===== src/hdl/flat_json_string_pair_parser_macros.svh =====
// Assertion macros shared by the string pair parser modules.
// Uses the clk and rst signals of the module that expands them.
`ifndef FLAT_JSON_STRING_PAIR_PARSER_MACROS_SVH
`define FLAT_JSON_STRING_PAIR_PARSER_MACROS_SVH

// same-cycle implication
`define FJSP_ASSERT_IMPL(name, ante, cons, msg) \
  name: assert property (@(posedge clk) disable iff (rst) (ante) |-> (cons)) \
    else $error(msg);

// next-cycle implication
`define FJSP_ASSERT_NEXT(name, ante, cons, msg) \
  name: assert property (@(posedge clk) disable iff (rst) (ante) |=> (cons)) \
    else $error(msg);

`endif


===== src/hdl/fjsp_pkg.sv =====
// Types and constants of the flat JSON string pair parser.
// No dependencies.
package fjsp_pkg;

  localparam logic [7:0] CH_LBRACE = 8'h7B;
  localparam logic [7:0] CH_RBRACE = 8'h7D;
  localparam logic [7:0] CH_COLON  = 8'h3A;
  localparam logic [7:0] CH_COMMA  = 8'h2C;
  localparam logic [7:0] CH_QUOTE  = 8'h22;
  localparam logic [7:0] CH_BSLASH = 8'h5C;
  localparam logic [7:0] CH_U      = 8'h75;
  localparam logic [7:0] CH_SPACE  = 8'h20;

  localparam logic [2:0] RAW_COUNT = 3'd4;

  typedef enum logic [3:0] {
    PH_WAIT_OPEN,
    PH_AFTER_OPEN,
    PH_BEFORE_KEY,
    PH_STRING,
    PH_ESCAPE,
    PH_RAW,
    PH_AFTER_KEY,
    PH_BEFORE_VALUE,
    PH_AFTER_VALUE,
    PH_FINISHED
  } phase_t;

  typedef enum logic [2:0] {
    ERR_NONE,
    ERR_COLON,
    ERR_SEP,
    ERR_QUOTE,
    ERR_ESCAPE,
    ERR_UNTERM
  } err_t;

  typedef enum logic [1:0] {
    ACT_CHAR,
    ACT_UESC,
    ACT_STR_DONE,
    ACT_STATUS
  } act_kind_t;

  typedef struct packed {
    act_kind_t  kind;
    logic [7:0] ch;
    logic       side;
    err_t       err;
  } action_t;

endpackage


===== src/hdl/fjsp_in_if.sv =====
// Input channel of the string pair parser: one text byte or end marker.
// No dependencies.
interface fjsp_in_if;
  logic       valid;
  logic       ready;
  logic [7:0] text_byte;
  logic       end_of_text;

  modport source(output valid, text_byte, end_of_text, input ready);
  modport sink(input valid, text_byte, end_of_text, output ready);
endinterface


===== src/hdl/fjsp_out_if.sv =====
// Result channel of the string pair parser.
// No dependencies.
interface fjsp_out_if;
  logic       valid;
  logic       ready;
  logic [7:0] out_char;
  logic       char_valid;
  logic       in_value;
  logic       string_done;
  logic       object_done;
  logic [2:0] error_code;
  logic       run_last;

  modport source(output valid, out_char, char_valid, in_value, string_done,
                 object_done, error_code, run_last, input ready);
  modport sink(input valid, out_char, char_valid, in_value, string_done,
               object_done, error_code, run_last, output ready);
endinterface


===== src/hdl/fjsp_queue.sv =====
// Action queue between parser front and result back end.
// Depends on fjsp_pkg and the assertion macro header.
`include "flat_json_string_pair_parser_macros.svh"

module fjsp_queue import fjsp_pkg::*; #(
  parameter int DEPTH = 4
) (
  input  logic    clk,
  input  logic    rst,
  input  logic    push,
  input  action_t wr_data,
  output logic    full,
  output logic    head_valid,
  output action_t head,
  input  logic    pop
);

  localparam int IDX_W = (DEPTH > 1) ? $clog2(DEPTH) : 1;
  localparam int CNT_W = $clog2(DEPTH + 1);

  action_t           mem [DEPTH];
  logic [IDX_W-1:0]  wr_ptr;
  logic [IDX_W-1:0]  rd_ptr;
  logic [CNT_W-1:0]  count;

  assign full       = (count == CNT_W'(DEPTH));
  assign head_valid = (count != '0);
  assign head       = mem[rd_ptr];

  always_ff @(posedge clk) begin
    if (push) begin
      mem[wr_ptr] <= wr_data;
    end
  end

  always_ff @(posedge clk) begin
    if (rst) begin
      wr_ptr <= '0;
      rd_ptr <= '0;
      count  <= '0;
    end else begin
      if (push) begin
        wr_ptr <= (wr_ptr == IDX_W'(DEPTH - 1)) ? '0 : wr_ptr + 1'b1;
      end
      if (pop) begin
        rd_ptr <= (rd_ptr == IDX_W'(DEPTH - 1)) ? '0 : rd_ptr + 1'b1;
      end
      if (push && !pop) begin
        count <= count + 1'b1;
      end else if (pop && !push) begin
        count <= count - 1'b1;
      end
    end
  end

  `FJSP_ASSERT_IMPL(a_no_overflow, push, count != CNT_W'(DEPTH), "push into full queue")
  `FJSP_ASSERT_IMPL(a_no_underflow, pop, count != '0, "pop from empty queue")
  `FJSP_ASSERT_NEXT(a_count_up, push && !pop, count == $past(count) + 1'b1, "count did not rise")

endmodule


===== src/hdl/fjsp_front.sv =====
// Parser front: accepts text items, tracks the object grammar, queues actions.
// Depends on fjsp_pkg and fjsp_in_if.
module fjsp_front import fjsp_pkg::*; (
  input  logic      clk,
  input  logic      rst,
  fjsp_in_if.sink   text,
  input  logic      full,
  output logic      push,
  output action_t   act
);

  phase_t     phase, phase_next;
  logic [2:0] raw_left, raw_left_next;
  logic       side, side_next;
  err_t       final_err, final_err_next;

  logic       accept;
  logic       eot;
  logic [7:0] b;
  logic       ws;

  assign text.ready = !full && !rst;
  assign accept     = text.valid && text.ready;
  assign eot        = text.end_of_text;
  assign b          = text.text_byte;
  assign ws         = (b == CH_SPACE) || (b >= 8'd9 && b <= 8'd13);

  function automatic logic [7:0] unescape(input logic [7:0] e);
    case (e)
      8'h62:   unescape = 8'd8;
      8'h66:   unescape = 8'd12;
      8'h6E:   unescape = 8'd10;
      8'h72:   unescape = 8'd13;
      8'h74:   unescape = 8'd9;
      default: unescape = e;
    endcase
  endfunction

  // next state
  always_comb begin
    phase_next     = phase;
    raw_left_next  = raw_left;
    side_next      = side;
    final_err_next = final_err;
    if (accept) begin
      case (phase)
        PH_WAIT_OPEN: begin
          if (eot || (!ws && b != CH_LBRACE)) begin
            phase_next     = PH_FINISHED;
            final_err_next = ERR_NONE;
          end else if (b == CH_LBRACE) begin
            phase_next = PH_AFTER_OPEN;
          end
        end
        PH_AFTER_OPEN, PH_BEFORE_KEY, PH_BEFORE_VALUE: begin
          if (eot) begin
            phase_next     = PH_FINISHED;
            final_err_next = ERR_QUOTE;
          end else if (ws) begin
          end else if (b == CH_RBRACE && phase == PH_AFTER_OPEN) begin
            phase_next     = PH_FINISHED;
            final_err_next = ERR_NONE;
          end else if (b == CH_QUOTE) begin
            side_next  = (phase == PH_BEFORE_VALUE);
            phase_next = PH_STRING;
          end else begin
            phase_next     = PH_FINISHED;
            final_err_next = ERR_QUOTE;
          end
        end
        PH_STRING: begin
          if (eot) begin
            phase_next     = PH_FINISHED;
            final_err_next = ERR_UNTERM;
          end else if (b == CH_BSLASH) begin
            phase_next = PH_ESCAPE;
          end else if (b == CH_QUOTE) begin
            phase_next = side ? PH_AFTER_VALUE : PH_AFTER_KEY;
          end
        end
        PH_ESCAPE: begin
          if (eot) begin
            phase_next     = PH_FINISHED;
            final_err_next = ERR_ESCAPE;
          end else if (b == CH_U) begin
            raw_left_next = RAW_COUNT;
            phase_next    = PH_RAW;
          end else begin
            phase_next = PH_STRING;
          end
        end
        PH_RAW: begin
          if (eot) begin
            phase_next     = PH_FINISHED;
            final_err_next = ERR_UNTERM;
          end else if (raw_left <= 3'd1) begin
            raw_left_next = '0;
            phase_next    = PH_STRING;
          end else begin
            raw_left_next = raw_left - 1'b1;
          end
        end
        PH_AFTER_KEY: begin
          if (eot || (!ws && b != CH_COLON)) begin
            phase_next     = PH_FINISHED;
            final_err_next = ERR_COLON;
          end else if (b == CH_COLON) begin
            phase_next = PH_BEFORE_VALUE;
          end
        end
        PH_AFTER_VALUE: begin
          if (eot || (!ws && b != CH_RBRACE && b != CH_COMMA)) begin
            phase_next     = PH_FINISHED;
            final_err_next = ERR_SEP;
          end else if (b == CH_RBRACE) begin
            phase_next     = PH_FINISHED;
            final_err_next = ERR_NONE;
          end else if (b == CH_COMMA) begin
            phase_next = PH_BEFORE_KEY;
          end
        end
        default: begin
        end
      endcase
    end
  end

  // queued actions
  always_comb begin
    push     = 1'b0;
    act.kind = ACT_CHAR;
    act.ch   = b;
    act.side = side;
    act.err  = final_err_next;
    if (accept) begin
      if (phase_next == PH_FINISHED) begin
        push     = (phase != PH_FINISHED) || eot;
        act.kind = ACT_STATUS;
      end else begin
        case (phase)
          PH_STRING: begin
            if (b == CH_QUOTE) begin
              push     = 1'b1;
              act.kind = ACT_STR_DONE;
            end else if (b != CH_BSLASH) begin
              push = 1'b1;
            end
          end
          PH_ESCAPE: begin
            push = 1'b1;
            if (b == CH_U) begin
              act.kind = ACT_UESC;
            end else begin
              act.ch = unescape(b);
            end
          end
          PH_RAW: begin
            push = 1'b1;
          end
          default: begin
          end
        endcase
      end
    end
  end

  always_ff @(posedge clk) begin
    if (rst) begin
      phase     <= PH_WAIT_OPEN;
      raw_left  <= '0;
      side      <= 1'b0;
      final_err <= ERR_NONE;
    end else begin
      phase     <= phase_next;
      raw_left  <= raw_left_next;
      side      <= side_next;
      final_err <= final_err_next;
    end
  end

endmodule


===== src/hdl/fjsp_back.sv =====
// Result back end: expands queued actions into result items.
// Depends on fjsp_pkg, fjsp_out_if and the assertion macro header.
`include "flat_json_string_pair_parser_macros.svh"

module fjsp_back import fjsp_pkg::*; (
  input  logic       clk,
  input  logic       rst,
  input  action_t    head,
  input  logic       head_valid,
  output logic       pop,
  fjsp_out_if.source result
);

  logic       load;
  logic       half;
  logic [7:0] ch;
  logic       cv, iv, sd, od, rl;
  logic [2:0] ec;

  assign load = !result.valid || result.ready;
  assign pop  = load && head_valid && !(head.kind == ACT_UESC && !half);

  always_comb begin
    ch = '0;
    cv = 1'b0;
    iv = 1'b0;
    sd = 1'b0;
    od = 1'b0;
    ec = ERR_NONE;
    rl = 1'b1;
    case (head.kind)
      ACT_CHAR: begin
        ch = head.ch;
        cv = 1'b1;
        iv = head.side;
      end
      ACT_UESC: begin
        ch = half ? CH_U : CH_BSLASH;
        cv = 1'b1;
        iv = head.side;
        rl = half;
      end
      ACT_STR_DONE: begin
        iv = head.side;
        sd = 1'b1;
      end
      default: begin
        od = (head.err == ERR_NONE);
        ec = head.err;
      end
    endcase
  end

  always_ff @(posedge clk) begin
    if (rst) begin
      result.valid <= 1'b0;
      half         <= 1'b0;
    end else if (load) begin
      result.valid <= head_valid;
      if (head_valid && head.kind == ACT_UESC) begin
        half <= !half;
      end
    end
  end

  always_ff @(posedge clk) begin
    if (load && head_valid) begin
      result.out_char    <= ch;
      result.char_valid  <= cv;
      result.in_value    <= iv;
      result.string_done <= sd;
      result.object_done <= od;
      result.error_code  <= ec;
      result.run_last    <= rl;
    end
  end

  `FJSP_ASSERT_IMPL(a_half_on_uesc, half, head_valid && head.kind == ACT_UESC, "split without escape")
  `FJSP_ASSERT_IMPL(a_first_half, result.valid && !result.run_last,
                    result.char_valid && result.out_char == CH_BSLASH, "bad non-final result")
  `FJSP_ASSERT_IMPL(a_status_clean, result.valid && result.object_done,
                    result.error_code == ERR_NONE && !result.char_valid, "bad status result")

endmodule


===== src/hdl/flat_json_string_pair_parser.sv =====
// Streaming parser for a flat JSON object of string keys and values. The block takes one
// text byte per cycle and returns the decoded characters of each string, a closing-quote
// mark per string and a final status item (object done or an error code, sticky until
// reset), repeated for each later end marker. Results pass through the action queue and
// the registered result port; a byte gives one result or none, except the 'u' of a \u
// escape, which gives two. The input stalls only when the QUEUE_DEPTH-entry action queue
// between the parser front and the result back end is full.
// Depends on fjsp_pkg, fjsp_in_if, fjsp_out_if, fjsp_queue, fjsp_front and fjsp_back.
module flat_json_string_pair_parser import fjsp_pkg::*; #(
  parameter int QUEUE_DEPTH = 4
) (
  input  logic       clk,
  input  logic       rst,
  fjsp_in_if.sink    text,
  fjsp_out_if.source result
);

  logic    push;
  logic    full;
  logic    pop;
  logic    head_valid;
  action_t act;
  action_t head;

  fjsp_front u_front (
    .clk  (clk),
    .rst  (rst),
    .text (text),
    .full (full),
    .push (push),
    .act  (act)
  );

  fjsp_queue #(.DEPTH(QUEUE_DEPTH)) u_queue (
    .clk        (clk),
    .rst        (rst),
    .push       (push),
    .wr_data    (act),
    .full       (full),
    .head_valid (head_valid),
    .head       (head),
    .pop        (pop)
  );

  fjsp_back u_back (
    .clk        (clk),
    .rst        (rst),
    .head       (head),
    .head_valid (head_valid),
    .pop        (pop),
    .result     (result)
  );

endmodule


===== src/flat_wrapper.sv =====
// flat-port wrapper written by rule: the top's interface ports become plain ports
module flat_json_string_pair_parser_flat import fjsp_pkg::*;
#(
  parameter int QUEUE_DEPTH = 4
)
  (clk, rst, text_valid, text_text_byte, text_end_of_text, text_ready, result_valid, result_out_char, result_char_valid, result_in_value, result_string_done, result_object_done, result_error_code, result_run_last, result_ready);
  fjsp_in_if text_i ();
  fjsp_out_if result_i ();
  input  logic clk;
  input  logic rst;
  input wire logic [$bits(text_i.valid)-1:0] text_valid;
  input wire logic [$bits(text_i.text_byte)-1:0] text_text_byte;
  input wire logic [$bits(text_i.end_of_text)-1:0] text_end_of_text;
  output wire logic [$bits(text_i.ready)-1:0] text_ready;
  output wire logic [$bits(result_i.valid)-1:0] result_valid;
  output wire logic [$bits(result_i.out_char)-1:0] result_out_char;
  output wire logic [$bits(result_i.char_valid)-1:0] result_char_valid;
  output wire logic [$bits(result_i.in_value)-1:0] result_in_value;
  output wire logic [$bits(result_i.string_done)-1:0] result_string_done;
  output wire logic [$bits(result_i.object_done)-1:0] result_object_done;
  output wire logic [$bits(result_i.error_code)-1:0] result_error_code;
  output wire logic [$bits(result_i.run_last)-1:0] result_run_last;
  input wire logic [$bits(result_i.ready)-1:0] result_ready;
  assign text_i.valid = text_valid;
  assign text_i.text_byte = text_text_byte;
  assign text_i.end_of_text = text_end_of_text;
  assign text_ready = text_i.ready;
  assign result_valid = result_i.valid;
  assign result_out_char = result_i.out_char;
  assign result_char_valid = result_i.char_valid;
  assign result_in_value = result_i.in_value;
  assign result_string_done = result_i.string_done;
  assign result_object_done = result_i.object_done;
  assign result_error_code = result_i.error_code;
  assign result_run_last = result_i.run_last;
  assign result_i.ready = result_ready;
  flat_json_string_pair_parser #(.QUEUE_DEPTH(QUEUE_DEPTH)) u_core (.clk(clk), .rst(rst), .text(text_i), .result(result_i));
endmodule

===== config.mk =====
export PLATFORM = sky130hd
export DESIGN_NAME = flat_json_string_pair_parser_flat
export DESIGN_NICKNAME = d
export VERILOG_FILES = /design/src/hdl/fjsp_pkg.sv /design/src/hdl/fjsp_in_if.sv /design/src/hdl/fjsp_out_if.sv /design/src/hdl/fjsp_queue.sv /design/src/hdl/fjsp_front.sv /design/src/hdl/fjsp_back.sv /design/src/hdl/flat_json_string_pair_parser.sv /design/src/flat_wrapper.sv
export VERILOG_INCLUDE_DIRS = /design/src /design/src/hdl
export SDC_FILE = /design/constraint.sdc
export NUM_CORES = 1
export LEC_CHECK = 0
export ABC_CLOCK_PERIOD_IN_PS = 6800
export BUFFER_PORTS_ARGS = -buffer_cell sky130_fd_sc_hd__clkbuf_2
export CELL_PAD_IN_SITES_DETAIL_PLACEMENT = 0
export CELL_PAD_IN_SITES_GLOBAL_PLACEMENT = 2
export CORE_MARGIN = 2
export CORE_UTILIZATION = 30
export CTS_CLUSTER_SIZE = 24
export DETAILED_ROUTE_END_ITERATION = 16
export PLACE_DENSITY = 0.66
export SLEW_MARGIN = 10
export SYNTH_ARGS = -nofsm -noshare
export SYNTH_HDL_FRONTEND = slang
export SYNTH_SLANG_ARGS = --single-unit

===== constraint.sdc =====
create_clock -name clk -period 6.8 [get_ports clk]
set_input_delay 1.02 -clock clk [delete_from_list [all_inputs] [get_ports clk]]
set_output_delay 1.02 -clock clk [all_outputs]
set_load 0.02 [all_outputs]

======== After elaboration in Yosys (flattened, before gate mapping) ========
Memory sizes are Yosys's and may differ from the RTL's. A register that Yosys moved wholly into a read port is not among the register bits.
Cells that the tools add are included.
storage, ports and cells
  RAM bits ................................ 56
  output and inout bits ................... 18
  bits in registers ....................... 36
  memories kept ........................... 1
  input bits .............................. 13
memories
  memory              depth  bits a word  rd ports  clocked after Yosys merged registers in  wr ports  RTL line          source
  u_core.u_queue.mem  4      14           1         1                                        1         fjsp_queue.sv:21  action_t mem [DEPTH];
cells by class
  reduce and logical (&&, ||, !) cells .... 42
  multiplexer cells ....................... 64
  bitwise logic cells ..................... 3
  equality and inequality tests ........... 36
  add/subtract/negate cells ............... 5
  order comparisons ....................... 3
operators with widths
  cell                                                                                  count
  4-bit 2-to-1 mux                                                                      19
  8-bit by 7-bit equality test with 1-bit output (second input constant)                9
  3-bit 2-to-1 mux                                                                      18
  8-bit one-hot mux with 5 select lines                                                 1
  8-bit by 6-bit equality test with 1-bit output (second input constant)                4
  4-bit one-hot mux with 7 select lines                                                 1
  8-bit 2-to-1 mux                                                                      3
  8-bit by 7-bit inequality test with 1-bit output (second input constant)              3
  3-bit one-hot mux with 6 select lines                                                 1
  4-bit by 3-bit equality test with 1-bit output (second input constant)                4
  8-bit by 6-bit inequality test with 1-bit output (second input constant)              2
  8-bit one-hot mux with 2 select lines                                                 1
  1-bit logical AND                                                                     14
  2-bit 2-to-1 mux                                                                      6
  10-bit 2-to-1 mux                                                                     1
  1-bit 2-to-1 mux                                                                      9
  4-bit by 2-bit equality test with 1-bit output (second input constant)                2
  4-bit equality test (second input constant)                                           2
  8-bit by 4-bit greater-or-equal comparator with 1-bit output (second input constant)  1
  8-bit by 4-bit less-or-equal comparator with 1-bit output (second input constant)     1
  1-bit zero test                                                                       8
  2-bit equality test (second input constant)                                           3
  1-bit logical OR                                                                      6
  6-bit 2-to-1 mux                                                                      1
  other kinds (23)                                                                      33

======== Depth between registers and ports, before layout ========
Gate-level depths: netlist (run 1).
  depth after elaboration ................. 17
  gate-level depth with buffers ........... 16
  mapped depth without buffers ............ 16

======== Modules after synthesis ========
A second synthesis (run 1) with hierarchy kept.
unflattened totals
  cell total of the unflattened synthesis .. 396
  area total of the unflattened synthesis .. 4,753.3 um2
by module, submodules not included
  module      cells each  sequential area each (um2)  times used  area each (um2)
  fjsp_queue  117         1,861.8                     1           2,489.9
  fjsp_front  223         220.2                       1           1,532.7
  fjsp_back   56          520.5                       1           730.7

======== Worst setup path before layout (run 1) ========
No wires, ideal clock.
  kind .................................... input -> register
  start ................................... input port text_text_byte[2]
  end ..................................... register u_core.u_queue.count[2]
  path slack .............................. 2.763 ns
  cell stages on the path ................. 15
  setup time .............................. 0.071 ns
  data arrival time ....................... 3.967 ns
  path through ............................ clkbuf_1 -> nor4b_1 -> nand3_1 -> a211oi_1 -> o21ai_0 -> nor3_1 -> o21ba_4 -> a21oi_4 -> inv_2 -> ha_1 -> inv_1 -> fa_1 -> xor2_1 -> or3_1 -> a21oi_1
on the way
  longest elaborated chain between the ends .. 16
ends and longest elaborated chain
  what                                                                                                                                              RTL line                                                source
  start: declaration                                                                                                                                flat_wrapper.sv:12                                      input wire logic [$bits(text_i.text_byte)-1:0] text_text_byte;
  8-bit by 4-bit greater-or-equal comparator with 1-bit output / 8-bit by 4-bit less-or-equal comparator with 1-bit output (equally long branches)  fjsp_front.sv:26                                        assign ws = (b == CH_SPACE) || (b >= 8'd9 && b <= 8'd13);
  1-bit logical AND                                                                                                                                 fjsp_front.sv:26
  1-bit logical OR                                                                                                                                  fjsp_front.sv:26
  1-bit zero test                                                                                                                                   fjsp_front.sv:48, fjsp_front.sv:104, fjsp_front.sv:112
  1-bit logical AND (2 in a row)                                                                                                                    fjsp_front.sv:112                                       if (eot || (!ws && b != CH_RBRACE && b != CH_COMMA)) begin
  1-bit logical OR                                                                                                                                  fjsp_front.sv:112
  4-bit 2-to-1 mux                                                                                                                                  fjsp_front.sv:112
  4-bit one-hot mux with 7 select lines                                                                                                             fjsp_front.sv:46                                        case (phase)
  4-bit 2-to-1 mux                                                                                                                                  fjsp_front.sv:45                                        if (accept) begin
  4-bit equality test                                                                                                                               fjsp_front.sv:136                                       if (phase_next == PH_FINISHED) begin
  1-bit 2-to-1 mux *                                                                                                                                fjsp_front.sv:136
  1-bit 2-to-1 mux *                                                                                                                                fjsp_front.sv:135                                       if (accept) begin
  via u_core.push                                                                                                                                   flat_json_string_pair_parser.sv:18                      logic push;
  1-bit zero test                                                                                                                                   fjsp_queue.sv:50                                        end else if (pop && !push) begin
  1-bit logical AND                                                                                                                                 fjsp_queue.sv:50
  2-bit nonzero test (no source line)                                                                                                               -
  end signal: assignment                                                                                                                            fjsp_queue.sv:49                                        count <= count + 1'b1;
  end signal: assignment                                                                                                                            fjsp_queue.sv:51                                        count <= count - 1'b1;
  end: declaration                                                                                                                                  fjsp_queue.sv:24                                        logic [CNT_W-1:0] count;
Mark *: on every way through the listed nets, which the timed path passes. The rest lies on a longest branch.
A chain may end at the register's enable or synchronous reset.

======== Worst setup path after layout (run 1) ========
  start ................................... input port rst
  end ..................................... register u_core.u_queue.count[2]
on the way
  longest elaborated chain between the ends .. 10
ends and longest elaborated chain
  what                                 RTL line                            source
  start: declaration                   flat_wrapper.sv:10                  input logic rst;
  1-bit zero test *                    fjsp_front.sv:22                    assign text.ready = !full && !rst;
  1-bit logical AND *                  fjsp_front.sv:22
  1-bit logical AND *                  fjsp_front.sv:23                    assign accept = text.valid && text.ready;
  4-bit 2-to-1 mux                     fjsp_front.sv:45
  4-bit equality test                  fjsp_front.sv:136
  1-bit 2-to-1 mux                     fjsp_front.sv:136
  1-bit 2-to-1 mux *                   fjsp_front.sv:135
  via u_core.push                      flat_json_string_pair_parser.sv:18
  1-bit zero test                      fjsp_queue.sv:50
  1-bit logical AND                    fjsp_queue.sv:50
  2-bit nonzero test (no source line)  -
Marked as above.

==> results of run 1 <==
## layout by cell type, fill, tap and decap left out, types with 5 or more instances in the layout
cell       Yosys  layout
mux2i_1        5       5
and2_1         9       9
nand2_1       27      27
clkbuf_16      0       9
dfxtp_1       22      22
nor3_1         9       9
nor2_1        34      34
a211oi_1       5       5
o21ai_0       13      13
ha_1           8       8
nand2b_1       8       8
nor2b_1       12      12
clkbuf_2       0      30
inv_1         17      17
and3_1         6       6
or3_1          5       5
nand3_1        8       8
a21oi_1       24      24
edfxtp_1      72      72
nor4_1         6       6
mux4_2        14      14
## state kept, by name (all words and copies together), names as in the netlist, named ones only
register,flops
u_core.u_back.half,1
u_core.u_back.result.run_last,1
u_core.u_front.phase,4
u_core.u_front.raw_left,3
u_core.u_back.result.string_done,1
u_core.u_back.result.in_value,1
u_core.u_back.result.error_code,3
u_core.u_back.result.char_valid,1
u_core.u_queue.count,3
u_core.u_queue.mem,56
u_core.u_back.result.valid,1
u_core.u_back.result.object_done,1
u_core.u_front.side,1
u_core.u_back.result.out_char,8
u_core.u_front.final_err,3
u_core.u_queue.wr_ptr,2
u_core.u_queue.rd_ptr,2
## cell families (layout without fill, tap and decap cells)
family                   count (synthesis)  after routing  synth area share (%)
AND/OR/NAND/NOR                        152            152                  17.7
buffers and inverters                   38             68                  3.11
multiplexers                            21             21                  8.17
XOR/XNOR                                 4              4                 0.738
flip-flops                              94             94                  54.8
adder cells (fa/ha/maj)                  9              9                  2.53
AO/OA/AOI/OAI                           84             84                  13.0
## critical path: cells and delay by family
| kind | cells | cell delay (ps) |
|---|---|---|
| xor gates and xnor gates | 1 | 180 |
| and+or+nand+nor | 4 | 1210 |
| AOI/OAI and AO/OA | 5 | 1220 |
| adders and majority gates | 2 | 540 |
| buffers and inverters | 3 | 450 |
## cell type report
cell class,count,area (sq um),area share [%]
repair buffers,34,180,3.33
inverters,18,67.6,1.25
well taps,211,264,4.89
flip-flops and latches,94,2600,48.2
multi-input cells,270,2000,37.0
clock buffers,9,225,4.17
clock inverters,7,63.8,1.18
## where the power goes
group	switching, W	leakage (nW)	internal [W]
clock	0.000200	0.141	0.000282
combinational	0.000281	0.876	0.000175
sequential	0.0000417	0.852	0.000717
## through the flow
stage               hold WS, ps  cells
finish                      474    643
global route                522    643
CTS                         481    643
detailed placement          472    627
global placement            463    627
floorplan                   462    402
## how the worst max path moves through the flow
| stage | startpoint | end | cells past startpoint |
|---|---|---|---|
| after global placement | rst | u_core.u_queue.count[2] | 15 |
| after global routing | rst | u_core.u_queue.count[2] | 15 |
| after detailed placement | rst | u_core.u_queue.count[2] | 15 |
| after CTS | rst | u_core.u_queue.count[2] | 15 |
| after floorplan | text_text_byte[2] | u_core.u_queue.count[2] | 15 |
| final | rst | u_core.u_queue.count[2] | 15 |
## metal layers
metal / routed length (microns) / share of wire (%) / up-vias / track usage, %
met1: 4750 / 44 / 1549 / 16.4
met2: 5470 / 51 / 56 / 24.1
met4: 184 / 1.7 / 0 / 4.74
li1: - / - / 1575 / -
met5: 0 / 0 / - / 0
met3: 287 / 2.7 / 13 / 2.09
==> results.md, run 1 <==
* Outcome: finished clean
* Buffer depth of the longest clock path at 2
* Final HPWL DP at 7.73 mm
* Vias per inst at 4.97
* Clock slew at reported path FFs at 70 ps
* Fin crit share at 64.4%
* First-pass DRT Iterations at 4
* Vias at 3193
* Filler cells at 1540
* Largest net degree at the start of global routing at 23
* Number of global-route vias before repair at 3145
* Crit path DAT at 4640 ps
* Synth area leaders: edfxtp_1 46%, dfxtp_1 9.3%, mux4_2 6.6%
* Root Buffer: clkbuf_16
* Worst-skew pair later-pin latency at 340 ps
* ANT nets after route at 0
* Worst Setup Path Type: input pin to register
* Syn_area_per_cell at 11.8 sq um
* EDFF count, synth at 72
* P per Cell Area at 314 nW/um^2
* Mapped Cells at 402
* Max-slew headroom at 45.1%
* Gp weighted congestion at 0.804
* Commonest cells in the netlist: 72 x edfxtp_1, 34 x nor2_1, 27 x nand2_1, 24 x a21oi_1, 22 x dfxtp_1
* DR DRC count at 0
* Static Leak at 1.87 nW
* Dpl ws at 2080 ps
* Syn-to-layout area delta at 13.8%
* Slowest stage delay, CP at 580 ps
* Die W at 130 microns
* Starting DRT DRC Count at 153
* Req. time, crit path at 7060 ps
* Worst R2R Path Depth at 15
* N_diodes at 0
* Fraction of registers with async set/reset at 0%
* Final setup fails at 0
* Global route total overflow at 0
* Initial cell density of the core at 31.0%
* Cts hold-fix bufs at 0
* Synth unique cells at 70
* Seq/Total Area, Yosys at 54.8%
* Hold Violations, Final at 0
* CTS resizes at 0
* # H-tree levels at 3
* Mapped Nets at 424
* Die height at 130 microns
* CP max FO at 22
* Synthesized area at 4750 sq um
* Worst reg2reg path startpoint: u_core.u_front.phase[0]
* Synth top area share at 45.5%
* First-pass GRT wire length at 16.9 mm
* Fmax at 228 MHz
* Fin crit period at 4380 ps
* TNS Setup at 0 ps
* CTS Buf Count at 9
* Slew Limit Fails at 0
* Core Util, Final at 35.3%
* Master of the slowest instance on the critical path: a21oi_1
* Critical Path Source Type: input pin
* # Post-CTS Setup Buffers at 0
* Number of I/O port buffers at 30
* Worst vdd ir at 0.163 mV
* Most frequent cell after synthesis: edfxtp_1
* # Max-Cap Violations at 0
* Site Rows at 45
* Primary FF master, synth: edfxtp_1
* Overall power at 0.00170 W
* Clock Sinks at 94
* Worst setup EP type: register
* Initial antenna violation count at 0
* Final nets at 449
* Post-Route WL at 10.7 mm
* Area leader, netlist: edfxtp_1
* Die ar. at 16900 sq um
* Hold WC Path Type: register to register
* Yosys warns at 0
* Final worst slack at 2420 ps
* Crit path cell chain: clkbuf_2 > nor2b_1 > nand2_1 > a21oi_1 > o21ai_0 > nor3_1 > o21ba_4 > a21oi_4 > inv_2 > ha_1 > inv_1 > fa_1 > xor2_1 > or3_1 > a21oi_1
* Drt wl/cell at 16.6 microns
* WHS Endpoint: u_core.u_back.result.valid
* #FFs+latches synth at 94
* DP Area at 5110 sq um
* Pin slew with the least headroom to its limit at 822 ps
* RR Endpoint: u_core.u_queue.count[2]
* Share of cells above drive strength 1 at 18.3%
* Core box area at 15300 sq um
* Post-route cell area at 5400 sq um
* Min-delay src: u_core.u_back.result.valid
* Ports at 31
* Cell mode on critical path: a21oi_1
* RSZ-0062 raised after global routing: false
* GRT Util Overall at 13.4%
* Max Clock Skew at 10.2 ps
* Reg2Reg Setup Slack at 2710 ps
* CTS tree: yes
* Worst Hold Depth at 2
No activity file was read; power rests on OpenSTA's default activity.
==> run 2, diff against run 1 <==
--- a/config.mk
+++ b/config.mk
@@ -6,7 +6,7 @@
 export SDC_FILE = /design/constraint.sdc
 export NUM_CORES = 1
 export LEC_CHECK = 0
-export ABC_CLOCK_PERIOD_IN_PS = 6800
+export ABC_CLOCK_PERIOD_IN_PS = 4100
 export BUFFER_PORTS_ARGS = -buffer_cell sky130_fd_sc_hd__clkbuf_2
 export CELL_PAD_IN_SITES_DETAIL_PLACEMENT = 0
 export CELL_PAD_IN_SITES_GLOBAL_PLACEMENT = 2
==> constraint.sdc (replaced) <==
create_clock -name clk -period 4.1 [get_ports clk]
set_input_delay 0.615 -clock clk [delete_from_list [all_inputs] [get_ports clk]]
set_output_delay 0.615 -clock clk [all_outputs]
set_load 0.02 [all_outputs]
==> results.md, run 2 (synthesized netlist as in run 1, its figures left out) <==
* Pin slew with the least headroom to its limit at 773 ps (-49.0 ps)
* Fin crit period at 3770 ps
* Leading registers by flop count: u_core.u_queue.mem (56), u_core.u_back.result.out_char (8), u_core.u_front.phase (4)
* Worst vdd ir at 0.214 mV (+31%)
* First-pass GRT wire length at 18.2 mm (+7.7%)
* Worst-skew pair later-pin latency at 340 ps (about the same)
* Site Rows at 45 (unchanged)
* CP Buf/Inv Count at 4 (+1)
* Hold WC Path Type: register to register
* RSZ-0062 raised after global routing: false
* Worst reg2reg path startpoint: u_core.u_front.phase[0]
* Initial antenna violation count at 0 (unchanged)
* Fin crit share at 92.0%
* Vias per inst at 5.07 (+2.2%)
* CTS resizes at 0 (unchanged)
* Vias at 3435 (+7.6%)
* Hold Violations, Final at 0 (unchanged)
* Drt wl/cell at 16.8 microns (+1.2%)
* RR Endpoint: u_core.u_queue.count[2]
* CTS Buf Count at 9 (unchanged)
* CP max FO at 11 (-50%)
* Worst Setup EP: u_core.u_queue.count[2]
* Top reg by flops: u_core.u_queue.mem
* Sw power at 0.000901 W (+72%)
* P per Cell Area at 517 nW/um^2 (+65%)
* Syn-to-layout area delta at 19.8%
* Max Clock Skew at 12.6 ps (+2.38 ps)
* Top delay family on crit path: compound AO/OA/AOI/OAI gates
* # H-tree levels at 3 (unchanged)
* First-pass DRT Iterations at 4 (unchanged)
* Ports at 31 (unchanged)
* Setup crit start: u_core.u_front.phase[0]
* Final HPWL DP at 8.40 mm (+8.7%)
* Final nets at 483 (+7.6%)
* Critical path depth at 15 (unchanged)
* Commonest non-fill, non-tap cells in the layout: 72 x edfxtp_1, 38 x buf_4, 34 x nor2_1, 30 x clkbuf_2, 27 x nand2_1
* Sw Share at 30.6% (-0.20 points)
* Clock Sinks at 94 (unchanged)
* Gp weighted congestion at 0.854 (+6.1%)
* Die W at 130 microns (unchanged)
* Slew Limit Fails at 0 (unchanged)
* Crit path DAT at 4050 ps (-590 ps)
* Share of cells above drive strength 1 at 24.7% (+6.4 points)
* Worst Setup Path Type: register to register
* Clock slew at reported path FFs at 70 ps (about the same)
* Largest net degree at the start of global routing at 22 (-4.3%)
* Dpl ws at 145 ps (-1940 ps)
* GRT Util Overall at 14.2% (+0.79 points)
* Fmax at 265 MHz
* Die ar. at 16900 sq um (unchanged)
* Global route total overflow at 0 (unchanged)
* Most common cell after layout, fill and taps aside: edfxtp_1
* Internal cell power at 0.00204 W (+74%)
* # Post-CTS Setup Buffers at 0 (unchanged)
* Combinational power share at 27.0% (about the same)
* Starting DRT DRC Count at 209 (+37%)
* ANT nets after route at 0 (unchanged)
* Number of global-route vias before repair at 3460 (+10%)
* CTS tree: yes
* Master of the slowest instance on the critical path: a21oi_1
* Reg2Reg Setup Slack at 330 ps (-2380 ps)
* Cell Count, Final, Fillers Out at 677 (+5.3%)
* Worst R2R Path Depth at 15 (unchanged)
* Initial cell density of the core at 31.0% (unchanged)
* Worst setup EP type: register
* Root Buffer: clkbuf_16
* Critical Path Source Type: register
* Req. time, crit path at 4380 ps (-2680 ps)
* Sequential power share at 42.8% (-1.9 points)
* Buffer depth of the longest clock path at 2 (unchanged)
* Hold WS at 469 ps (-4.69 ps)
* Outcome: finished clean
* Die height at 130 microns (unchanged)
* Core box area at 15300 sq um (unchanged)
* # Max-Cap Violations at 0 (unchanged)
* Flip-flop count of the largest register after layout at 56 (unchanged)
* Final setup fails at 0 (unchanged)
* Clk pwr share at 30.2% (+1.8 points)
* Final worst slack at 326 ps (-2100 ps)
* Static Leak at 2.05 nW (+9.6%)
* N_diodes at 0 (unchanged)
* Slowest stage delay, CP at 460 ps (-120 ps)
* Crit path cell chain: buf_4 > or3_1 > a21oi_1 > o31a_1 > o21ai_1 > nor3b_1 > buf_4 > a21oi_4 > inv_2 > ha_1 > inv_1 > fa_1 > xor2_1 > or3_1 > a21oi_1
* DR DRC count at 0 (unchanged)
* Cts hold-fix bufs at 0 (unchanged)
* Post-Route WL at 11.4 mm (+6.5%)
* Max-slew headroom at 47.9% (+2.8 points)
* Number of I/O port buffers at 30 (unchanged)
* TNS Setup at 0 ps (unchanged)
* Placed cells at 661 (+5.4%)
[run 2: worst min-delay path by stage]
stage          slack (ps)  cells after the start                         end                       start
2_1_floorplan         460                      2  u_core.u_front.raw_left[2]  u_core.u_front.raw_left[2]
3_3_place_gp          460                      2  u_core.u_back.result.valid  u_core.u_back.result.valid
3_5_place_dp          460                      2  u_core.u_back.result.valid  u_core.u_back.result.valid
4_1_cts               470                      2  u_core.u_back.result.valid  u_core.u_back.result.valid
5_1_grt               490                      2  u_core.u_back.result.valid  u_core.u_back.result.valid
6_report              470                      2  u_core.u_back.result.valid  u_core.u_back.result.valid
[run 2: power by group through the flow]
stage               Sequential, W  Clock (W)  Combinational (W)
finish                    0.00126   0.000888           0.000795
global route              0.00128   0.000947           0.000876
CTS                       0.00127   0.000906           0.000808
detailed placement        0.00129          0           0.000805
global placement          0.00128          0           0.000802
floorplan                 0.00135          0           0.000484
[run 2: worst min-delay path, stage by stage, from the launching register on]
cell     delay, ps
dfxtp_1        320
nand2_1         60
a21oi_1         50
[run 2: cell type report]
class / instances / area (sq um)
well taps: 211 / 264
clock inverters: 7 / 97.6
inverters: 18 / 67.6
flip-flops and latches: 94 / 2600
fillers: 1542 / 9620
repair buffers: 68 / 435
multi-input cells: 270 / 2000
clock buffers: 9 / 225
[run 2: stage by stage]
| step | util (%) | cell area [sq um] | total power [W] |
|---|---|---|---|
| after global routing | 37.2 | 5690 | 0.00310 |
| after floorplan | - | 4750 | 0.00184 |
| final | 37.2 | 5690 | 0.00295 |
| after global placement | 35.1 | 5370 | 0.00208 |
| after detailed placement | 35.1 | 5370 | 0.00209 |
| after CTS | 37.2 | 5690 | 0.00298 |
[run 2: layer usage]
layer / track usage, % / share of wire [%]
met1: 17.9 / 45
met2: 24.5 / 50
met3: 2.21 / 3.0
met4: 5.57 / 2.1
met5: 0 / 0
